`config.mk`:
```
export PLATFORM = sky130hd
export DESIGN_NAME = sdc_ram
export DESIGN_NICKNAME = d
export VERILOG_FILES = /design/src/rtl/core/sdc_ram.sv
export SDC_FILE = /design/constraint.sdc
export NUM_CORES = 1
export LEC_CHECK = 0
export ABC_AREA = 1
export BUFFER_PORTS_ARGS = -buffer_cell sky130_fd_sc_hd__buf_2
export CAP_MARGIN = 20
export CORE_UTILIZATION = 50
export DETAILED_ROUTE_END_ITERATION = 10
export PLACE_DENSITY = 0.7
export SYNTH_ARGS = -nofsm -noshare
export SYNTH_HDL_FRONTEND = slang
export SYNTH_SLANG_ARGS = --single-unit
```
`constraint.sdc`:
```
create_clock -name i_clk -period 1.01 [get_ports i_clk]
set_input_delay 0.101 -clock i_clk [delete_from_list [all_inputs] [get_ports i_clk]]
set_output_delay 0.101 -clock i_clk [all_outputs]
set_load 0.01 [all_outputs]
```
`src/rtl/core/sdc_ram.sv`:
```
// ----------------------------------------------------------------------------
// sdc_ram
// Generic single-write, single-read synchronous RAM with registered read.
// ----------------------------------------------------------------------------
module sdc_ram #(
    parameter int W = 8,
    parameter int D = 16
) (
    input  logic                 i_clk,
    input  logic                 i_we,
    input  logic [$clog2(D)-1:0] i_waddr,
    input  logic [W-1:0]         i_wdata,
    input  logic                 i_re,
    input  logic [$clog2(D)-1:0] i_raddr,
    output logic [W-1:0]         o_rdata
);
    logic [W-1:0] mem [D];
    logic [W-1:0] r_rdata;

    // write port
    always_ff @(posedge i_clk) begin
        if (i_we) begin
            mem[i_waddr] <= i_wdata;
        end
    end

    // registered read port
    always_ff @(posedge i_clk) begin
        if (i_re) begin
            r_rdata <= mem[i_raddr];
        end
    end

    assign o_rdata = r_rdata;
endmodule

```
==> results.ini <==
[critical_path]
cp_num_buf_inv = 1
worst_ep_arrival_time_ns = 1.24
cp-start-kind = flop
crit_chain = inv_1 > nand2_1 > nand3_2 > nand3_2 > nand3_2 > nand2_1
crit_path_frequent_cell = nand3_2
crit_path_max_fanout = 1
max_stage_delay_ns = 0.39
crit_slowest_cell = edfxtp_1
path_class = flop to flop
crit_required_ns = 1.17
endpoint_kind = flop
cp_top_family = flip-flops

[logic_synthesis]
ys_ff_latch = 136
seq_area_frac_synth_pct = 69.8
synth_area_sq_um = 5850
synth_top_family_by_area = simple AND/OR/NAND/NOR gates
synth-adder-area-share_pct = 0
synth_ff_type = edfxtp_1
netlist_instances = 551
synth_top_area_share_pct = 69.8
synth_top_cell_by_area = edfxtp_1
synth-xor-area-share_pct = 0
yosys.cell_types.count = 11
synth_common_cells = 173 x nand2_1, 136 x edfxtp_1, 100 x inv_1
syn_nets = 570
synth_most_common_cell = nand2_1
synthMuxAreaShare_pct = 0
synth_area_per_cell_sq_um = 10.6
async_reset_ff_share_pct = 0
ys_top_cells_by_area = edfxtp_1 70%, nand2_1 11%, nand3_1 8.3%
synth-simple-area-share_pct = 20.8
ys.warnings.count = 0
synth_compound_area_share_pct = 0
synth_edf_count = 136

[detailed_routing]
dr_total_vias = 3921
drtIter0Drc = 237
vias_per_cell = 5.20
drt_pass1_iterations = 4
drc_errors = 0
antenna_left = 0
wl_per_cell_microns = 17.1
totalWireLength_mm = 12.9

[grt]
grt_max_degree = 34
grt_pass1_vias = 3677
grtUsageTotal_pct = 23.1
grt_overflow = 0
grt_first_pass_wirelength_mm = 19.6
antenna_found_initial = 0

[final_layout]
synthToLayoutAreaGrowth_pct = 22.6
finalNonFillerCells = 754
num_antenna_cells = 0
nNetsFinal = 619
drive_above_1_share_pct = 24.1
fillers = 882
final_core_utilization_pct = 62.8
final_area_sq_um = 7170

[die]
die-area_sq_um = 12100
die-width_microns = 110
die_h_microns = 110
pin_count = 27
coreArea_sq_um = 11400
start_util_pct = 51.2
fp-row-count = 39

[sta]
period_share_pct = 108
final-setup-viol-count = 12
worst_slack_ns = -0.0793
worstMarginPinSlew_ns = 0.399
slew_viol_final = 0
fmax_mhz = 918
hold_viol = 0
rsz0062_at_grt = true
timing.hold.ws_ns = 0.0599
post-route-min-period_ns = 1.09
slew_headroom_pct = 73.4
fin_skew_ns = 0.00722

[clock_network]
hold_buffers = 0
clk_path_buf_depth = 2
numCtsBuffers = 17
h-tree-depth = 4
clockRootBuffer = clkbuf_16
clk_pin_slew_ns = 0.06
clock_latency_ns = 0.41
cts_tree = yes
clkSinkCount = 136

[run]
max_cap_violations = 0

[power_and_ir_drop]
swShare_pct = 21.5
leakagePower_nw = 3.10
p_per_area_nw_per_um2 = 1870
pwr-share-comb_pct = 6.9
p_int_mw = 10.5
p_seq_share_pct = 47.8
p_switching_mw = 2.88
pwr-share-clk_pct = 45.3
peakVddDrop_uv = 1060

[placement]
hpwl_mm = 7.98
numPortBuffers = 26
placed_cell_area_sq_um = 6300
place_ws_ns = -0.281
gp_congestion = 0.835
dp.cells = 724

[outcome]
violations = setup timing
status = finished, violations left

[hold_path]
hold_path_class = input pin to flop

-- cell type report --
cell class                      count  area [sq um]  area share, %
Tap cell                          143           179           2.50
Sequential cell                   136          4080           57.0
Clock inverter                     13           158           2.20
Inverter                          102           383           5.34
Timing Repair Buffer               54           447           6.23
Multi-Input combinational cell    289          1490           20.8
Clock buffer                       17           425           5.93
-- flip-flops by register name, indices dropped and copies added (netlist names) --
name and flops:
o_rdata 8, mem 128
-- cell usage in the layout, fill, tap and decap left out --
master      synthesis  final
buf_12              0      8
buf_2              13     25
buf_4               4     20
buf_6               6      1
bufinv_16           0      3
clkbuf_16           0     17
clkinv_1            0      1
clkinv_2            0      3
clkinv_4            0      3
clkinvlp_4          0      3
edfxtp_1          136    136
inv_1             100     97
inv_2               2      5
nand2_1           173    169
nand2_2             0      4
nand3_1            97     44
nand3_2             0     53
nand3b_1            2      2
nor2_1             17     15
nor2_2              0      2
-- final timing paths --
path / slack (ns) / depth (start not counted) / endpoint / startpoint
min reg2reg: 0.75 / 6 / o_rdata[1] / mem[10][1]
max: -0.08 / 6 / o_rdata[0] / mem[6][0]
max reg2reg: -0.08 / 6 / o_rdata[0] / mem[6][0]
min: 0.06 / 1 / o_rdata[2] / i_re
-- power groups by stage --
stage	clock, mW	sequential (mW)	combinational (mW)
2_1_floorplan	0	6.52	0.447
3_3_place_gp	0	6.51	0.809
3_5_place_dp	0	6.51	0.823
4_1_cts	6.12	6.40	0.906
5_1_grt	6.33	6.41	1.02
6_report	6.06	6.40	0.930
-- routing by layer --
metal	GRT usage (%)	wire, microns	vias to the layer above
met5	0	0	-
met4	8.46	262	0
met3	5.82	1030	24
met2	37.0	6250	149
met1	30.7	5360	1867
li1	-	-	1881
-- worst reg2reg max path, cell delays in order, from the launching register on --
cell and delay [ns]:
edfxtp_1 0.39, inv_1 0.08, nand2_1 0.06, nand3_2 0.07
nand3_2 0.08, nand3_2 0.09, nand2_1 0.07
-- kinds of logic (layout without fill, tap and decap cells) --
kind of cell,after synthesis,in the layout
buffers and inverters,126,186
flip-flops,136,136
AND/OR/NAND/NOR,289,289
-- timing repair --
action | in CTS | in global routing
pin swaps | 33 | 13
setup endpoints to repair | 16 | 16
resized for setup | 48 | 13
buffers inserted | 0 | 0
cloned | 0 | 0
-- through the flow --
step | power, mW | TNS, ns
finish | 13.4 | -0.644
global route | 13.8 | -1.43
CTS | 13.4 | -0.629
detailed placement | 7.33 | -10.09
global placement | 7.32 | -7.51
floorplan | 6.97 | -3.37
Note: power is estimated with default switching activity, not from simulation.
