[config.mk]
export PLATFORM = sky130hd
export DESIGN_NAME = sdc_index
export DESIGN_NICKNAME = d
export VERILOG_FILES = /design/src/rtl/core/sdc_pkg.sv /design/src/rtl/core/sdc_index.sv
export SDC_FILE = /design/constraint.sdc
export NUM_CORES = 1
export LEC_CHECK = 0
export BUFFER_PORTS_ARGS = -buffer_cell sky130_fd_sc_hd__buf_2
export CORE_ASPECT_RATIO = 0.8
export CORE_MARGIN = 2
export CORE_UTILIZATION = 51
export CTS_CLUSTER_SIZE = 20
export DETAILED_ROUTE_END_ITERATION = 12
export HOLD_SLACK_MARGIN = 0.15
export PLACE_DENSITY = 0.81
export RECOVER_POWER = 25
export SYNTH_ARGS = -nofsm -noshare
export SYNTH_HDL_FRONTEND = slang
export SYNTH_SLANG_ARGS = --single-unit
export TNS_END_PERCENT = 100
[constraint.sdc]
create_clock -name i_clk -period 3.31 [get_ports i_clk]
set_input_delay 0.1655 -clock i_clk [delete_from_list [all_inputs] [get_ports i_clk]]
set_output_delay 0.1655 -clock i_clk [all_outputs]
set_load 0.02 [all_outputs]
[src/rtl/core/sdc_pkg.sv]
// ----------------------------------------------------------------------------
// sdc_pkg
// Shared types and constants of the set-associative data cache.
// ----------------------------------------------------------------------------
package sdc_pkg;

    localparam int SETS       = 64;
    localparam int WAYS       = 8;
    localparam int LINE_WORDS = 8;

    localparam int ADDR_W    = 64;
    localparam int DATA_W    = 64;
    localparam int LINE_OFS  = 6;
    localparam int TAG_W     = ADDR_W - LINE_OFS;
    localparam int SET_W     = $clog2(SETS);
    localparam int WAY_W     = $clog2(WAYS);
    localparam int WORD_W    = $clog2(LINE_WORDS);
    localparam int DADDR_W   = SET_W + WAY_W + WORD_W;
    localparam int CFG_IDX_W = 1;
    localparam int CFG_W     = 64;
    localparam int TOP_W     = 7;

    // command codes
    localparam logic [2:0] CMD_LOOKUP = 3'd0;
    localparam logic [2:0] CMD_QUERY  = 3'd1;
    localparam logic [2:0] CMD_REFILL = 3'd2;
    localparam logic [2:0] CMD_STORE  = 3'd3;
    localparam logic [2:0] CMD_READ   = 3'd4;
    localparam logic [2:0] CMD_INVAL  = 3'd5;

    // configuration register indexes
    localparam logic [CFG_IDX_W-1:0] CFG_SKIP_MASK = 1'd0;
    localparam logic [CFG_IDX_W-1:0] CFG_TOP_BIT   = 1'd1;

    // line states
    localparam logic [1:0] LS_INVALID = 2'd0;
    localparam logic [1:0] LS_SHARED  = 2'd1;
    localparam logic [1:0] LS_EXCL    = 2'd2;
    localparam logic [1:0] LS_MOD     = 2'd3;

    typedef struct packed {
        logic [1:0]       lstate;
        logic [TAG_W-1:0] tag;
        logic [WAY_W-1:0] rank;
        logic             dmd;
        logic             pfm;
        logic [3:0]       pft;
    } t_way;

    typedef t_way [WAYS-1:0] t_row;

    localparam int ROW_W = $bits(t_row);

    typedef struct packed {
        logic              hit;
        logic              granted;
        logic [1:0]        victim_state;
        logic [ADDR_W-1:0] victim_line_addr;
        logic [DATA_W-1:0] data_out;
        logic              error;
        logic              last;
    } t_rsp;

    // index unit status towards the control
    typedef struct packed {
        logic             busy;
        logic [SET_W-1:0] set;
    } t_idx_stat;

endpackage

[src/rtl/core/sdc_index.sv]
// ----------------------------------------------------------------------------
// sdc_index
// Configuration registers and set index gathering. After reset or a
// configuration write the address bits are scanned one per cycle to build
// the bit select table; the index is then a plain mux of address bits.
// ----------------------------------------------------------------------------
module sdc_index
    import sdc_pkg::*;
(
    input  logic                 i_clk,
    input  logic                 i_rst_n,
    input  logic                 i_cfg_we,
    input  logic [CFG_IDX_W-1:0] i_cfg_idx,
    input  logic [CFG_W-1:0]     i_cfg_data,
    input  logic [ADDR_W-1:0]    i_addr,
    output t_idx_stat            o_stat
);
    localparam int GOT_W  = $clog2(SET_W + 1);
    localparam int GSEL_W = (SET_W > 1) ? $clog2(SET_W) : 1;

    logic [CFG_W-1:0] r_skip;
    logic [TOP_W-1:0] r_top;
    logic             r_busy;
    logic [TOP_W-1:0] r_scan_p;
    logic [GOT_W-1:0] r_got;
    logic [5:0]       r_sel  [SET_W];
    logic [SET_W-1:0] r_selv;

    logic [TOP_W-1:0] top_eff;
    logic             scan_end;
    logic [SET_W-1:0] raw;

    // top bit above the address width acts as the address width
    assign top_eff  = (r_top > TOP_W'(ADDR_W)) ? TOP_W'(ADDR_W) : r_top;
    assign scan_end = (r_scan_p >= top_eff) || (r_got == GOT_W'(SET_W));

    // configuration and select table scan
    always_ff @(posedge i_clk) begin
        if (!i_rst_n) begin
            r_skip   <= '0;
            r_top    <= TOP_W'(ADDR_W);
            r_busy   <= 1'b1;
            r_scan_p <= TOP_W'(LINE_OFS);
            r_got    <= '0;
            r_selv   <= '0;
        end else if (i_cfg_we) begin
            case (i_cfg_idx)
                CFG_SKIP_MASK: r_skip <= i_cfg_data;
                CFG_TOP_BIT:   r_top  <= i_cfg_data[TOP_W-1:0];
                default:       r_skip <= r_skip;
            endcase
            r_busy   <= 1'b1;
            r_scan_p <= TOP_W'(LINE_OFS);
            r_got    <= '0;
            r_selv   <= '0;
        end else if (r_busy) begin
            if (scan_end) begin
                r_busy <= 1'b0;
            end else begin
                if (!r_skip[r_scan_p[5:0]]) begin
                    r_selv[r_got[GSEL_W-1:0]] <= 1'b1;
                    r_got <= r_got + GOT_W'(1);
                end
                r_scan_p <= r_scan_p + TOP_W'(1);
            end
        end
    end

    // select table payload
    always_ff @(posedge i_clk) begin
        if (r_busy && !scan_end && !r_skip[r_scan_p[5:0]]) begin
            r_sel[r_got[GSEL_W-1:0]] <= r_scan_p[5:0];
        end
    end

    // gather index bits
    always_comb begin
        for (int j = 0; j < SET_W; j++) begin
            raw[j] = r_selv[j] & i_addr[r_sel[j]];
        end
    end

    // wrap into the set range
    assign o_stat.set  = ({1'b0, raw} >= (SET_W + 1)'(SETS)) ? raw - SET_W'(SETS) : raw;
    assign o_stat.busy = r_busy;
endmodule

==> results of run 1 <==
[repair_timing]
action / in CTS / in global routing
hold buffers: 69 / 0
endpoints found under the setup margin: 1 / 25
endpoints found under the hold margin: 71 / 0
gates resized for setup: 0 / 2
buffers inserted: 4 / 2
[stage by stage]
| step | instance area (um^2) | utilization (%) | total power [mW] | setup WS, ps |
|---|---|---|---|---|
| floorplan | 8390 | - | 2.23 | 28.2 |
| global placement | 9260 | 58.1 | 2.47 | 294 |
| detailed placement | 9260 | 58.1 | 2.50 | 179 |
| CTS | 10600 | 66.4 | 4.40 | 95.7 |
| global route | 10600 | 66.5 | 4.58 | -49.3 |
| finish | 10600 | 66.5 | 4.44 | 165 |
[layer usage]
metal,vias to the layer above,share of wire [%]
met4,0,3.7
met5,-,0
met2,554,47
met1,3519,37
met3,99,13
li1,3103,-
[flip-flops by register name, summed over array words and instances (netlist names)]
name,cells
r_busy,1
r_got,3
r_scan_p,7
r_sel,36
r_selv,6
r_skip,64
r_top,7
[how the worst min path moves through the flow]
stage                        start           to  slack, ps  depth (start not counted)
global placement    i_cfg_data[34]   r_skip[34]        420                          3
CTS                        i_rst_n  r_scan_p[6]        180                          3
finish                     i_rst_n  r_scan_p[6]        200                          3
global route               i_rst_n  r_scan_p[6]        210                          3
detailed placement  i_cfg_data[14]   r_skip[14]        430                          3
floorplan            i_cfg_data[0]    r_skip[0]        310                          2
[worst reg2reg max path: stages, from the launching register on]
cell and delay (ps):
dfxtp_1 380, inv_1 60, ha_1 270, nand2b_1 140, a21o_1 180, a211o_1 320, a211oi_1 360, a22oi_2 200
nor4_1 870
[cell usage after synthesis (all sizes together), types with 2 or more instances]
cell | number | area [um^2]
o21ai | 3 | 15.0
a22oi | 5 | 42.5
a2111oi | 2 | 23.8
nand3 | 15 | 75.1
nor4 | 4 | 25.0
nand3b | 3 | 22.5
edfxtp | 36 | 1080
nand2 | 168 | 631
nor2 | 12 | 45.0
xnor2 | 3 | 26.3
nor4b | 2 | 17.5
a21o | 5 | 37.5
buf | 28 | 204
a21oi | 4 | 20.0
o41ai | 2 | 17.5
a211oi | 5 | 37.5
or3b | 2 | 17.5
mux4 | 132 | 3000
o22ai | 6 | 37.5
nand2b | 4 | 25.0
o211a | 6 | 60.1
mux2i | 17 | 170
a21boi | 70 | 526
clkbuf | 33 | 124
mux2 | 6 | 67.6
ha | 10 | 125
nor2b | 5 | 31.3
dfxtp | 88 | 1760
or4 | 2 | 18.8
inv | 10 | 37.5
o31ai | 4 | 30.0
[power groups by stage]
stage | registers [mW] | logic [mW] | clock network [mW]
floorplan | 1.70 | 0.527 | 0
finish | 1.71 | 0.860 | 1.87
detailed placement | 1.73 | 0.766 | 0
CTS | 1.70 | 0.836 | 1.86
global route | 1.71 | 0.915 | 1.95
global placement | 1.73 | 0.739 | 0
[layout make-up]
type / count / area (um^2)
diodes: 1 / 2.50
clock buffers: 23 / 542
clock inverters: 9 / 66.3
fillers: 1054 / 5350
inverters: 10 / 37.5
multi-input cells: 501 / 5200
flip-flops and latches: 124 / 2840
well taps: 215 / 269
repair buffers: 242 / 1640
[cell families (layout without fill, tap and decap cells)]
logic type	Yosys count	in the layout	share of synthesized area, %
simple gates	219	219	11.0
mux	155	155	38.6
flops	124	124	33.9
compound gates	114	114	10.3
buf+inv	71	284	4.35
fa+ha+maj	10	10	1.49
xor+xnor	3	3	0.313
other cells	0	1	0
==> metrics.csv, run 1 <==
metric,value,unit
Pleak,4.05,nW
Crit path max-delay family,compound AO/OA/AOI/OAI gates,
io pins,139,
Max Root-Sink Buffers,2,
critical path's largest stage delay,860,ps
fin cells,1125,
buffers and inverters on the worst path,1,
placed cell count,1017,
slowest cell on the critical path,nor4_1,
initial DRC count,898,
met3 GRT Util,11.0,%
"Slew Viols, Final",0,
CP Class,reg -> reg,
die area,17500,um^2
# DRC,0,
Reg2Reg Setup Slack,170,ps
ordered list of cells on the worst path,inv_1 > ha_1 > nand2b_1 > a21o_1 > a211o_1 > a211oi_1 > a22oi_2 > nor4_1,
worst-path fanout max,7,
run status,finished clean,
fin crit share,95.0,%
Startpoint Class,register,
final WL,25400,um
CTS tree,built,
Post-synth ARST share,0,%
relative slew slack,26.3,%
most frequent cells in the layout,"168 x nand2_1, 137 x buf_2, 124 x mux4_2",
CP startpoint,r_scan_p[0],
arrival time at the worst endpoint,3180,ps
vias after detailed routing,7275,
largest net degree at the start of global routing,72,
Worst Hold Class,in -> reg,
All-Layer GR Usage,29.9,%
Syn. warnings,0,
routability cong.,0.931,
met2 Use GR,47.9,%
Final setup viols,0,
Die Y,119,um
Seq pwr share,38.4,%
most used routing layer,met2,
TritonCTS Buffers,17,
Required @ worst endpoint,3350,ps
Worst-Margin Slew,1100,ps
clk sinks,124,
area grow syn2layout,26.4,%
Hold Fails Final Rpt,0,
NetSw,1.17,mW
"Net count, final",1038,
Mapped Nets,838,
clock slew at reported path FFs,60,ps
Post-DP HPWL,17000,um
Routed Antenna Nets,0,
critical path endpoint category,register,
average cell area after synthesis,12.1,um^2
worst hold margin,197,ps
number of max-cap violations,0,
"commonest non-fill, non-tap cell in the layout",nand2_1,
synthesized flop and latch total,124,
Max Clk Rate,0.318,GHz
H-tree levels,4,
CTS Root Cell,clkbuf_16,
min Tclk post-route,3140,ps
Initial Utilization,52.6,%
Power Internal,3.26,mW
met1 Use GR,38.2,%
Clk network pwr share,42.2,%
Avg WL per Cell,22.6,um
Pwr Density,418,nW/um^2
Levels on crit path,8,
initial antenna violation count,0,
Worst R2R Path Depth,8,
number of enable flip-flop cells after synthesis,36,
Logic pwr share,19.4,%
worst setup path end,r_sel[5][0],
register area share after synthesis,33.9,%
Mapped Cells,696,
Yosys cell types,44,
worst vdd ir,0.370,mV
cell row count,41,
Die X,147,um
drt via density,6.47,
Switching Fraction,26.5,%
Post-synth top flop,dfxtp_1,
Syn Std Cell Area,8390,um^2
global-route wire length before repair,39900,um
IO Port Bufs,138,
DRT Pass-1 Iters,5,
GRT overflow,0,
unrepaired setup endpoints after global routing,true,
number of global-route vias before repair,7261,
Setup TNS Final,0,ps
"Clk Latency, worst-skew pair",430,ps
fraction of layout instances using a drive strength above 1,37.4,%
Core ar.,16000,um^2
worst clock skew,14.5,ps
worst reg2reg path endpoint,r_sel[5][0],
worst r2r src,r_scan_p[0],
No activity file was read; power rests on OpenSTA's default activity.
==> inputs of run 2 (changes only) <==
- CELL_PAD_IN_SITES_DETAIL_PLACEMENT: unset -> 1
- CELL_PAD_IN_SITES_GLOBAL_PLACEMENT: unset -> 1
- CORE_UTILIZATION: 51 -> 42
- PLACE_DENSITY: 0.81 -> 0.83
- SLEW_MARGIN: unset -> 25
==> metrics.csv, run 2 (synthesis gave the netlist of run 1 again) <==
metric,value,unit
All-Layer GR Usage,32.2,%
worst vdd ir,0.336,mV
arrival time at the worst endpoint,3360,ps
Reg area,2840,um^2
routed wl met2,15900,um
io pins,139,
routed wl met3,3560,um
fraction of layout instances using a drive strength above 1,37.3,%
FILL cells,2088,
initial DRC count,820,
"commonest non-fill, non-tap cell in the layout",nand2_1,
min Tclk post-route,3310,ps
design area,10600,um^2
clock slew at reported path FFs,70,ps
max FFs per register,64,
relative slew slack,39.9,%
initial antenna violation count,1,
global-route wire length before repair,50100,um
"Clk Latency, worst-skew pair",440,ps
unrepaired setup endpoints after global routing,false,
IO Port Bufs,138,
Max Root-Sink Buffers,2,
Reg2Reg Setup Slack,5,ps
worst hold margin,149,ps
Initial Utilization,42.6,%
H-tree levels,4,
Worst Hold Class,in -> reg,
Final setup viols,0,
CTS tree,built,
Worst-Margin Slew,894,ps
"Net count, final",1032,
fin crit share,99.9,%
Die Y,130,um
TritonCTS Buffers,17,
Post-DP HPWL,20400,um
area grow syn2layout,26.1,%
GRT overflow,0,
number of global-route vias before repair,8044,
worst clock skew,13.8,ps
postcts setup bufs,0,
post-layout total power,4.45,mW
Hold Fails Final Rpt,0,
DP Area,9310,um^2
met1 WL,12000,um
drt via density,6.57,
Die X,162,um
most frequent cells in the layout,"168 x nand2_1, 136 x buf_2, 124 x mux4_2",
Routed Antenna Nets,0,
Pleak,4.00,nW
CP Class,reg -> reg,
cell row count,46,
worst-path fanout max,7,
# DRC,0,
Pwr Density,421,nW/um^2
largest net degree at the start of global routing,55,
routability cong.,0.948,
Avg WL per Cell,28.4,um
Startpoint Class,register,
Max Clk Rate,0.303,GHz
DRT Pass-1 Iters,6,
run status,finished clean,
Top Layer Used,met4,
vias after detailed routing,7675,
die area,21100,um^2
Required @ worst endpoint,3370,ps
number of max-cap violations,0,
CTS Root Cell,clkbuf_16,
critical path endpoint category,register,
Layout Utilization,53.8,%
Setup TNS Final,0,ps
"Slew Viols, Final",0,
Multi-input gate area,5220,um^2
Core ar.,19700,um^2
clk sinks,124,
Reg with most FFs,r_skip,
final WL,33200,um
run 2: changes by cell type in the layout (fill, tap and decap cells not counted), moves of 2 or more:
cell,previous run,this run
buf_4,31,27
clkbuf_16,20,18
clkbuf_8,3,1
clkinv_4,0,3
inv_6,4,2
nor2_1,12,10
nor2_2,0,2
nor4_1,2,0
nor4_2,2,4
run 2: path summary, 6_finish.rpt:
check                 start           to  cells past startpoint
hold / removal     i_cfg_we     r_top[5]                      3
setup / recovery   r_top[0]  r_sel[0][2]                      8
setup reg to reg   r_top[0]  r_sel[0][2]                      8
hold reg to reg   r_selv[3]    r_selv[3]                      2
run 2: report_power, final:
group / internal (mW) / switching (mW)
clock network: 1.03 / 0.798
registers: 1.63 / 0.0751
logic: 0.460 / 0.450
total: 3.13 / 1.32
run 2: cell type report:
class	instances	area share (%)
Inverter	10	0.355
Sequential cell	124	26.9
Tap cell	264	3.12
Multi-Input combinational cell	501	49.3
Timing Repair Buffer	236	15.0
Clock inverter	12	0.816
Clock buffer	20	4.46
Antenna cell	2	0.0473
run 2: routing by layer:
metal  track usage, %  vias up
met3             8.68      154
met5                0        -
met2             52.5      600
met1             40.0     3821
li1                 -     3100
met4             16.2        0
run 2: critical path, stage by stage (launching register included):
cell	delay, ps
dfxtp_1	350
nor2b_1	160
ha_1	250
nand2b_1	170
a21o_1	220
a211o_1	440
a211oi_1	390
a22oi_2	220
nor4_2	720
run 2: what timing repair did:
action / 4_1_cts / 5_1_grt
hold buffers: 69 / 0
gates cloned: 0 / 0
hold endpoints to repair: 71 / 0
endpoints found under the setup margin: 24 / 12
pin swaps: 0 / 0
gates resized for setup: 4 / 2
run 2: through the flow:
step	setup slack, ps	std cells
after floorplan	28.2	696
after global placement	228	1066
after detailed placement	24.9	1066
after CTS	86.2	1167
after global routing	1.58	1168
final	4.71	1169
==> inputs of run 3 (changes only) <==
- SETUP_SLACK_MARGIN: unset -> 0.15
==> metrics.csv, run 3 (synthesis gave the netlist of run 1 again) <==
metric,value,unit
run status,finished clean,
Initial Utilization,42.6,%
CTS tree,built,
max FFs per register,64,
Core ar.,19700,um^2
initial DRC count,887,
"Net count, final",1032,
CP Class,reg -> reg,
critical path's largest stage delay,680,ps
initial antenna violation count,1,
Reg with most FFs,r_skip,
Pwr Density,419,nW/um^2
Reg2Reg Setup Slack,170,ps
All-Layer GR Usage,31.8,%
Hold Path End,r_top[3],
min Tclk post-route,3140,ps
final WL,33200,um
io pins,139,
CP startpoint,r_top[0],
ordered list of cells on the worst path,nor2b_1 > ha_1 > nand2b_1 > a21o_1 > a211o_1 > a21oi_1 > nand2_1 > o41ai_1,
relative slew slack,37.8,%
Max Root-Sink Buffers,2,
vias after detailed routing,7632,
"Slew Viols, Final",0,
post-layout total power,4.45,mW
Avg WL per Cell,28.4,um
Worst Hold Class,in -> reg,
Setup TNS Final,0,ps
routability cong.,0.948,
worst hold margin,163,ps
hold_sp,i_rst_n,
GRT overflow,0,
IO Port Bufs,138,
global-route wire length before repair,49800,um
"Clk Latency, worst-skew pair",430,ps
Post-DP HPWL,20400,um
Final setup viols,0,
fraction of layout instances using a drive strength above 1,37.3,%
# DRC,0,
Pleak,4.01,nW
slowest cell on the critical path,o41ai_1,
dpl ws,24.9,ps
Max Clk Rate,0.318,GHz
placed cell count,1066,
worst clock skew,15.5,ps
Worst R2R Path Depth,8,
fin crit share,95.0,%
DRT Pass-1 Iters,6,
clk sinks,124,
die area,21100,um^2
design area,10600,um^2
CTS Root Cell,clkbuf_16,
number of global-route vias before repair,8032,
Routed Antenna Nets,0,
largest net degree at the start of global routing,55,
critical path endpoint category,register,
drt via density,6.53,
FILL cells,2085,
cell row count,46,
Startpoint Class,register,
Layout Utilization,54.0,%
postcts setup bufs,0,
worst r2r src,r_top[0],
H-tree levels,4,
Die X,162,um
setup ws final,166,ps
Multi-input gate area,5250,um^2
fin cells,1168,
Die Y,130,um
unrepaired setup endpoints after global routing,true,
worst-path fanout max,7,
worst vdd ir,0.415,mV
Reg area,2840,um^2
worst hold path stage count,2,
clock slew at reported path FFs,70,ps
arrival time at the worst endpoint,3400,ps
TritonCTS Buffers,17,
Required @ worst endpoint,3570,ps
"commonest non-fill, non-tap cell in the layout",nand2_1,
DP Area,9310,um^2
Hold Fails Final Rpt,0,
Worst-Margin Slew,933,ps
area grow syn2layout,26.6,%
worst reg2reg path endpoint,r_got[2],
most frequent cells in the layout,"168 x nand2_1, 136 x buf_2, 124 x mux4_2",
number of max-cap violations,0,
run 3: cell count changes in the layout (fill, tap and decap cells not counted):
cell	previous run	this run
buf_4	27	23
nor4_4	0	2
nor2_4	0	2
diode_2	2	1
nor2_2	2	0
nor4_2	4	2
buf_6	0	4
run 3: critical path: cells and delay by family (launching register included):
family,cells,cell delay [ps]
flops,1,370
simple gates,3,470
compound gates,4,1890
fa+ha+maj,1,250
run 3: how the worst max path moves through the flow:
stage	endpoint	cells after the start
after floorplan	r_sel[1][0]	11
after global placement	r_sel[0][5]	8
after detailed placement	r_sel[0][3]	8
after CTS	r_sel[3][2]	9
after global routing	r_sel[1][5]	8
final	r_got[2]	8
run 3: area by class of cell:
cell class                      count  area share [%]
Clock buffer                       20            4.44
Timing Repair Buffer              236            15.1
Tap cell                          264            3.11
Antenna cell                        1          0.0236
Clock inverter                     12           0.813
Sequential cell                   124            26.8
Multi-Input combinational cell    501            49.4
Inverter                           10           0.353
run 3: report_power, final:
group          leakage (nW)  total [mW]  internal (mW)  switching (mW)
Sequential             1.07        1.71           1.63          0.0756
Combinational          2.67       0.921          0.466           0.455
Clock                 0.276        1.82           1.03           0.781
Total                  4.01        4.45           3.13            1.31
run 3: timing repair:
item,CTS,global route
endpoints found under the hold margin,71,0
setup endpoints to repair,31,40
resized for setup,6,8
hold buffers,69,0
run 3: metal layers:
layer | vias to the layer above | routed length, um | global-route usage [%]
li1 | 3101 | - | -
met1 | 3791 | 12200 | 39.5
met2 | 589 | 15800 | 52.4
met3 | 151 | 3530 | 9.56
met4 | 0 | 1760 | 13.8
met5 | - | 0 | 0
